## src/sdspi_pkg.sv

```systemverilog
package sdspi_pkg;

    localparam logic [1:0] CMD_XFER  = 2'd0;
    localparam logic [1:0] CMD_ISSUE = 2'd1;
    localparam logic [1:0] CMD_INIT  = 2'd2;

    localparam logic [1:0] INIT_NONE = 2'd0;
    localparam logic [1:0] INIT_CMD0 = 2'd1;
    localparam logic [1:0] INIT_CMD1 = 2'd2;

    localparam logic [7:0] BYTE_IDLE     = 8'hff;
    localparam logic [7:0] TOKEN_START   = 8'h40;
    localparam logic [7:0] R1_IDLE       = 8'h01;
    localparam logic [7:0] R1_READY      = 8'h00;
    localparam logic [6:0] CRC7_POLY     = 7'h09;
    localparam logic [7:0] WAKE_DEFAULT  = 8'd10;
    localparam logic [7:0] TOKEN_LEN     = 8'd5;

    typedef enum logic [4:0] {
        PH_IDLE  = 5'b00001,
        PH_WAKE  = 5'b00010,
        PH_READY = 5'b00100,
        PH_TOKEN = 5'b01000,
        PH_POLL  = 5'b10000
    } phase_t;

    typedef struct packed {
        logic [1:0]  command;
        logic [5:0]  cmd_index;
        logic [31:0] argument;
        logic [7:0]  rx_byte;
    } item_t;

    typedef struct packed {
        logic [7:0] tx_byte;
        logic       tx_valid;
        logic       chip_select;
        logic       done_res;
        logic [7:0] response;
        logic       init_failed;
    } result_t;

    // crc7 (x^7+x^3+1) advanced over one byte, msb first
    function automatic logic [6:0] crc7_byte(input logic [6:0] crc_in, input logic [7:0] data);
        logic [6:0] crc;
        logic       fb;
        crc = crc_in;
        for (int i = 7; i >= 0; i--)
        begin
            fb  = crc[6] ^ data[i];
            crc = {crc[5:0], 1'b0};
            if (fb)
            begin
                crc = crc ^ CRC7_POLY;
            end
        end
        return crc;
    endfunction

endpackage

```

## src/sdspi_in_reg.sv

```systemverilog
module sdspi_in_reg
    import sdspi_pkg::*;
(
    input  logic  clk,
    input  logic  rst_n,
    input  logic  in_valid,
    output logic  in_ready,
    input  item_t in_item,
    output logic  item_valid,
    input  logic  item_ready,
    output item_t item
);

    logic  valid_reg;
    item_t item_reg;

    assign in_ready   = !valid_reg || item_ready;
    assign item_valid = valid_reg;
    assign item       = item_reg;

    always_ff @(posedge clk or negedge rst_n)
    begin
        if (!rst_n)
        begin
            valid_reg <= 1'b0;
        end
        else if (in_ready)
        begin
            valid_reg <= in_valid;
        end
    end

    always_ff @(posedge clk)
    begin
        if (in_ready && in_valid)
        begin
            item_reg <= in_item;
        end
    end

endmodule

```

## src/sdspi_core.sv

```systemverilog
module sdspi_core
    import sdspi_pkg::*;
(
    input  logic       clk,
    input  logic       rst_n,
    input  logic [7:0] wake_count,
    input  logic       item_valid,
    output logic       item_ready,
    input  item_t      item,
    output logic       res_valid,
    input  logic       res_ready,
    output result_t    res
);

    phase_t      phase_reg,   phase_next;
    logic [1:0]  init_reg,    init_next;
    logic [7:0]  count_reg,   count_next;
    logic [39:0] token_reg,   token_next;
    logic [6:0]  crc_reg,     crc_next;
    logic        cs_reg,      cs_next;
    logic        res_valid_reg;
    result_t     res_reg,     res_next;
    logic        fire;

    assign item_ready = !res_valid_reg || res_ready;
    assign fire       = item_valid && item_ready;
    assign res_valid  = res_valid_reg;
    assign res        = res_reg;

    always_comb
    begin
        phase_next = phase_reg;
        init_next  = init_reg;
        count_next = count_reg;
        token_next = token_reg;
        crc_next   = crc_reg;
        cs_next    = cs_reg;
        res_next   = '{tx_byte: BYTE_IDLE, tx_valid: 1'b0, chip_select: 1'b0,
                       done_res: 1'b0, response: 8'd0, init_failed: 1'b0};

        unique case (item.command)
            CMD_ISSUE:
            begin
                init_next  = INIT_NONE;
                token_next = {TOKEN_START | {2'b00, item.cmd_index}, item.argument};
                crc_next   = 7'd0;
                count_next = 8'd0;
                phase_next = PH_READY;
                res_next.tx_valid = 1'b1;
            end
            CMD_INIT:
            begin
                init_next  = INIT_NONE;
                cs_next    = 1'b1;
                count_next = (wake_count != 8'd0) ? wake_count : 8'd1;
                phase_next = PH_WAKE;
                res_next.tx_valid = 1'b1;
            end
            CMD_XFER:
            begin
                unique case (phase_reg)
                    PH_WAKE:
                    begin
                        count_next = count_reg - 8'd1;
                        res_next.tx_valid = 1'b1;
                        if (count_next == 8'd0)
                        begin
                            // wake bytes done: select the card and queue cmd0
                            cs_next    = 1'b0;
                            init_next  = INIT_CMD0;
                            token_next = {TOKEN_START, 32'd0};
                            crc_next   = 7'd0;
                            phase_next = PH_READY;
                        end
                    end
                    PH_READY:
                    begin
                        res_next.tx_valid = 1'b1;
                        if (item.rx_byte == BYTE_IDLE)
                        begin
                            res_next.tx_byte = token_reg[39:32];
                            crc_next   = crc7_byte(7'd0, token_reg[39:32]);
                            token_next = {token_reg[31:0], 8'd0};
                            count_next = TOKEN_LEN;
                            phase_next = PH_TOKEN;
                        end
                    end
                    PH_TOKEN:
                    begin
                        res_next.tx_valid = 1'b1;
                        if (count_reg >= 8'd2)
                        begin
                            // crc follows the token one byte at a time
                            res_next.tx_byte = token_reg[39:32];
                            crc_next   = crc7_byte(crc_reg, token_reg[39:32]);
                            token_next = {token_reg[31:0], 8'd0};
                            count_next = count_reg - 8'd1;
                        end
                        else if (count_reg == 8'd1)
                        begin
                            res_next.tx_byte = {crc_reg, 1'b1};
                            count_next = 8'd0;
                        end
                        else
                        begin
                            phase_next = PH_POLL;
                        end
                    end
                    PH_POLL:
                    begin
                        if (item.rx_byte[7])
                        begin
                            res_next.tx_valid = 1'b1;
                        end
                        else if (init_reg == INIT_CMD0 && item.rx_byte != R1_IDLE)
                        begin
                            res_next.done_res    = 1'b1;
                            res_next.response    = item.rx_byte;
                            res_next.init_failed = 1'b1;
                            init_next  = INIT_NONE;
                            phase_next = PH_IDLE;
                        end
                        else if (init_reg == INIT_CMD0 ||
                                 (init_reg == INIT_CMD1 && item.rx_byte != R1_READY))
                        begin
                            init_next  = INIT_CMD1;
                            token_next = {TOKEN_START | 8'd1, 32'd0};
                            crc_next   = 7'd0;
                            count_next = 8'd0;
                            phase_next = PH_READY;
                            res_next.tx_valid = 1'b1;
                        end
                        else
                        begin
                            res_next.done_res = 1'b1;
                            res_next.response = item.rx_byte;
                            init_next  = INIT_NONE;
                            phase_next = PH_IDLE;
                        end
                    end
                    default:
                    begin
                    end
                endcase
            end
            default:
            begin
            end
        endcase

        res_next.chip_select = cs_next;
    end

    always_ff @(posedge clk or negedge rst_n)
    begin
        if (!rst_n)
        begin
            phase_reg     <= PH_IDLE;
            init_reg      <= INIT_NONE;
            count_reg     <= 8'd0;
            token_reg     <= 40'd0;
            crc_reg       <= 7'd0;
            cs_reg        <= 1'b1;
            res_valid_reg <= 1'b0;
        end
        else
        begin
            if (item_ready)
            begin
                res_valid_reg <= item_valid;
            end
            if (fire)
            begin
                phase_reg <= phase_next;
                init_reg  <= init_next;
                count_reg <= count_next;
                token_reg <= token_next;
                crc_reg   <= crc_next;
                cs_reg    <= cs_next;
            end
        end
    end

    always_ff @(posedge clk)
    begin
        if (fire)
        begin
            res_reg <= res_next;
        end
    end

`ifndef SYNTHESIS
    assert property (@(posedge clk) disable iff (!rst_n)
        res_valid_reg && res_reg.done_res |-> !res_reg.tx_valid)
        else $error("done result also requests an exchange");

    assert property (@(posedge clk) disable iff (!rst_n)
        res_valid_reg && res_reg.init_failed |-> res_reg.done_res)
        else $error("init failure reported without done");

    assert property (@(posedge clk) disable iff (!rst_n)
        fire && item.command == CMD_INIT |=> res_valid_reg && res_reg.chip_select)
        else $error("initialization did not negate chip select");

    assert property (@(posedge clk) disable iff (!rst_n)
        res_valid_reg && !res_ready |=> $stable(phase_reg) && $stable(count_reg))
        else $error("state moved while result stalled");

    assert property (@(posedge clk) disable iff (!rst_n)
        fire && res_next.done_res |=> phase_reg == PH_IDLE && init_reg == INIT_NONE)
        else $error("finished operation left engine busy");
`endif

endmodule

```

## src/sd_spi_command_engine.sv

```systemverilog
// SD card SPI-mode command engine. Each transfer on the input channel is an order (issue a
// command, run initialization) or the report of one finished byte exchange with its received
// byte; each one yields exactly one result naming the next byte to send, the chip select
// level, and on completion the R1 response. One item is accepted every cycle while results
// are not stalled; an item passes through the input register, then one pass of the byte state
// machine and crc7 byte update into the result register.
// Results stalled at the output hold the input side. The configuration port is always ready
// and takes the wake byte count; write it only while no order is in flight.
module sd_spi_command_engine
    import sdspi_pkg::*;
(
    input  logic        clk,
    input  logic        rst_n,
    input  logic        cfg_valid,
    output logic        cfg_ready,
    input  logic [7:0]  cfg_data,
    input  logic        in_valid,
    output logic        in_ready,
    input  logic [1:0]  command,
    input  logic [5:0]  cmd_index,
    input  logic [31:0] argument,
    input  logic [7:0]  rx_byte,
    output logic        out_valid,
    input  logic        out_ready,
    output logic [7:0]  tx_byte,
    output logic        tx_valid,
    output logic        chip_select,
    output logic        done_res,
    output logic [7:0]  response,
    output logic        init_failed
);

    logic [7:0] wake_count_reg;
    item_t      in_item;
    item_t      item;
    logic       item_valid;
    logic       item_ready;
    result_t    res;

    assign cfg_ready = 1'b1;

    always_ff @(posedge clk or negedge rst_n)
    begin
        if (!rst_n)
        begin
            wake_count_reg <= WAKE_DEFAULT;
        end
        else if (cfg_valid && cfg_ready)
        begin
            wake_count_reg <= cfg_data;
        end
    end

    assign in_item = '{command: command, cmd_index: cmd_index,
                       argument: argument, rx_byte: rx_byte};

    sdspi_in_reg u_in_reg (
        .clk        (clk),
        .rst_n      (rst_n),
        .in_valid   (in_valid),
        .in_ready   (in_ready),
        .in_item    (in_item),
        .item_valid (item_valid),
        .item_ready (item_ready),
        .item       (item)
    );

    sdspi_core u_core (
        .clk        (clk),
        .rst_n      (rst_n),
        .wake_count (wake_count_reg),
        .item_valid (item_valid),
        .item_ready (item_ready),
        .item       (item),
        .res_valid  (out_valid),
        .res_ready  (out_ready),
        .res        (res)
    );

    assign tx_byte     = res.tx_byte;
    assign tx_valid    = res.tx_valid;
    assign chip_select = res.chip_select;
    assign done_res    = res.done_res;
    assign response    = res.response;
    assign init_failed = res.init_failed;

endmodule

```

## config.mk

```make
export PLATFORM = sky130hd
export DESIGN_NAME = sd_spi_command_engine
export DESIGN_NICKNAME = d
export VERILOG_FILES = /design/src/sdspi_pkg.sv /design/src/sdspi_in_reg.sv /design/src/sdspi_core.sv /design/src/sd_spi_command_engine.sv
export SDC_FILE = /design/constraint.sdc
export NUM_CORES = 1
export LEC_CHECK = 0
export ABC_AREA = 1
export BUFFER_PORTS_ARGS = -buffer_cell sky130_fd_sc_hd__buf_2
export CORE_ASPECT_RATIO = 0.7
export CORE_MARGIN = 1
export CORE_UTILIZATION = 35
export DETAILED_ROUTE_END_ITERATION = 6
export PLACE_DENSITY_LB_ADDON = 0.12
export SETUP_SLACK_MARGIN = 0.1
export SLEW_MARGIN = 5
export SYNTH_ARGS = -nofsm -noshare
export SYNTH_HDL_FRONTEND = slang
export SYNTH_SLANG_ARGS = --single-unit
```

## constraint.sdc

```tcl
create_clock -name clk -period 2.16 [get_ports clk]
set_clock_uncertainty 0.1 [all_clocks]
set_input_delay 0.324 -clock clk [delete_from_list [all_inputs] [get_ports clk]]
set_output_delay 0.324 -clock clk [all_outputs]
set_load 0.005 [all_outputs]
```

==> key figures <==
Critical path
  – Worst reg2reg endpoint: u_core.token_reg[36]
  – Setup CP Type: reg2reg
  – CP endpoint kind: flip-flop
  – CP Launch Type: flip-flop
  – Worst EP arrival: 2.27 ns
  – Worst r2r src: u_core.count_reg[1]
  – CP max FO: 13
  – Cells on worst reg2reg path: 12
  – Flop-to-flop setup slack: between 0.1 and 0.15 ns
  – WP data required: 2.38 ns

Final layout
  – NumNets Final: 1040
  – Ant diodes: 0
  – Most common cell after layout, fill and taps aside: nand2_1
  – Final instance area: about 9200 µm²
  – Register area: 3840 µm²
  – Area of the multi-input gates: 2700 µm²
  – Layout cell share with drive strength beyond 1: 21.1%
  – # fillers: 1892
  – Post-route insts no fill: 1249
  – Area growth syn-to-layout: 33.1%
  – Flip-flop count of the largest register after layout: 48
  – Commonest non-fill, non-tap cells in the layout: nand2_1 (307), buf_2 (80), dfrtp_1 (69)

Status
  – Outcome: finished, final reports clean

Yosys
  – Ys Warns: 0
  – Synth Cell Area: between 6000 and 7000 µm²
  – Mean area per synthesized cell: 8.65 µm²
  – Mapped Nets: 870
  – FF+latch count, synth: 140
  – Sequential area share after synthesis: 55.4%
  – Gate Count Post-Synth: roughly 800
  – Netlist cell types: 35

Timing
  – Fmax: 0.488 GHz
  – Setup TNS: 0 ns
  – Max Transition Viols Final: 0
  – Tmin final: between 2 and 2.5 ns
  – Final setup viols: 0
  – Period utilization: 94.8%
  – RSZ-0062 raised after global routing: true
  – Final hold viol count: 0

Worst hold path
  – Min-Delay Path Depth: 3
  – Endpoint, Worst Hold: u_in_reg.item_valid
  – Hold WC Path Type: in2reg
  – HP Start: in_valid

Detailed routing
  – Routed Antenna Nets: 0
  – Vias per inst: 4.73
  – Via Count: 5902
  – Wire per inst: 14.4 µm
  – Final WL: 18000 µm
  – Post-route DRC: 0
  – DRT iter0 DRCs: 465
  – 1st-pass router iterations: 5

Power and ir drop
  – Pwr dens: 1120 nW/µm²
  – Pleak: 4.42 nW
  – Final Power: 10.3 mW
  – Worst VDD drop: between 0.0005 and 0.0006 V

Place
  – Port-buffer cells: 81
  – GPL Wtd Cong: 0.823
  – Number of placed cells counting well taps: around 1200
  – Dpl hpwl: 11800 µm
  – Dpl cell area: 7880 µm²

Run
  – Max-capacitance violation count: 0

Global route
  – First-pass GRT wire length: 29000 µm
  – Routing usage on met3: under 10%
  – Vias in the first global route: ~5700
  – Number of antenna violations at the first check in global routing: 0
  – Largest net degree at the start of global routing: 49
  – Overflow left after global routing: 0
  – Layer with the highest usage: met1
  – Total GRT Usage: between 10% and 20%
  – GR Util met2: 26.3%
  – Met1 usage: 27.4%

Clocking
  – Worst-Skew Late Latency: 0.43 ns
  – H-tree Lvls: 4
  – CTS tree: built
  – CTS sink cnt: 140
  – Root buf cell: clkbuf_16
  – Clk slew on worst S/H paths: around 0.06 ns
  – Clock Path Buffers: 2
  – CTS buffer count: 17

Floorplan
  – Die extent in y: 120 µm
  – I/O pins: 84
  – Core box area: 19100 µm²
  – Starting Density: 36.3%
  – Die area: 20400 µm²
  – Row count: 42
  – Die outline width: 170 µm
-- layer usage --
layer | share of wire [%] | up-vias
met5 | 0 | -
met4 | 1.1 | 0
met3 | 4.9 | 17
met2 | 42 | 145
met1 | 52 | 2764
li1 | - | 2976
-- power by group --
part | internal, mW | total, mW | leakage [nW] | switching, mW
registers | 3.49 | 4.05 | 1.56 | 0.566
clock network | 1.61 | 2.83 | 0.278 | 1.22
logic | 1.43 | 3.42 | 2.58 | 1.99
total | 6.53 | 10.3 | 4.42 | 3.77
-- logic make-up after synthesis --
family	after synthesis	synth area share [%]
other	2	0.108
adders and majority gates	7	1.26
DFF	140	55.4
AOI/OAI and AO/OA	50	4.02
xor gates and xnor gates	19	2.40
and+or+nand+nor	476	29.7
buffers and inverters	108	7.13
-- Yosys cell counts --
cell        n  area, µm²
buf_2       8       40.0
nand3b_1    2       15.0
a31oi_1     1       6.26
nand2_2     2       12.5
nand3_1    38        190
nor3_1      3       15.0
nand4_1    60        375
buf_1       1       3.75
or2_2       3       18.8
clkinv_1    1       3.75
conb_1      2       7.51
ha_1        7       87.6
inv_1      60        225
inv_2       7       26.3
clkbuf_1   15       56.3
edfxtp_1   67       2010
o21bai_1    1       7.51
nor2_1     46        173
o21ai_1     2       10.0
o221ai_1    2       17.5
o21ai_0    32        160
buf_4      11       82.6
a21oi_1     5       25.0
xor2_1      8       70.1
xnor2_1    11       96.3
o211ai_1    6       45.0
nor2_4      2       22.5
nor2_2      5       31.3
dfrtp_1    69       1730
o31ai_1     1       7.51
dfstp_2     4        105
nand2_1   311       1170
nor4_1      1       6.26
nand3_2     3       30.0
buf_6       5       56.3
-- worst max-delay path by stage --
stage	startpoint	to	slack (ns)	depth (start not counted)
floorplan	u_core.res_valid	u_in_reg.item[0]	0.11	3
global placement	u_core.count_reg[0]	u_core.count_reg[7]	0.007	11
detailed placement	u_core.count_reg[0]	u_core.count_reg[7]	0.009	11
CTS	u_core.count_reg[0]	u_core.crc_reg[3]	0.08	12
global route	u_core.count_reg[1]	u_core.token_reg[25]	0.001	12
finish	u_core.count_reg[1]	u_core.token_reg[36]	0.11	12
-- critical path, cell delays in order (launching register included) --
cell       delay, ns
dfrtp_1         0.40
buf_4           0.17
ha_4            0.16
nor3_4          0.19
nand3_4         0.13
nor2_2          0.12
nor2_1          0.05
nand2_1         0.10
nor2_4          0.07
buf_6           0.14
clkbuf_16       0.17
nand4_1         0.07
nand2_1         0.06
-- metrics by stage --
step | util (%) | hold slack [ns] | setup WS, ns
after floorplan | - | -0.0716 | 0.108
after global placement | 41.2 | 0.0524 | 0.00703
after detailed placement | 41.2 | 0.0531 | 0.00896
after CTS | 47.3 | 0.00596 | 0.0843
after global routing | 48.3 | 0.0517 | 0.00140
final | 48.3 | 0.0296 | 0.112
-- layout make-up --
type | instances | area share [%]
clock buffers | 18 | 4.65
clock inverters | 14 | 1.49
inverters | 68 | 2.77
multi-input cells | 554 | 29.3
flip-flops and latches | 140 | 41.6
well taps | 264 | 3.58
repair buffers | 191 | 16.6
-- what timing repair did --
action | in CTS | in global routing
resized for setup | 6 | 22
pin swaps | 1 | 10
buffers inserted | 0 | 3
endpoints found under the hold margin | 125 | 0
endpoints found under the setup margin | 46 | 77
hold buffers | 57 | 0
cloned | 0 | 3
Power figures use the tool's default switching activity.
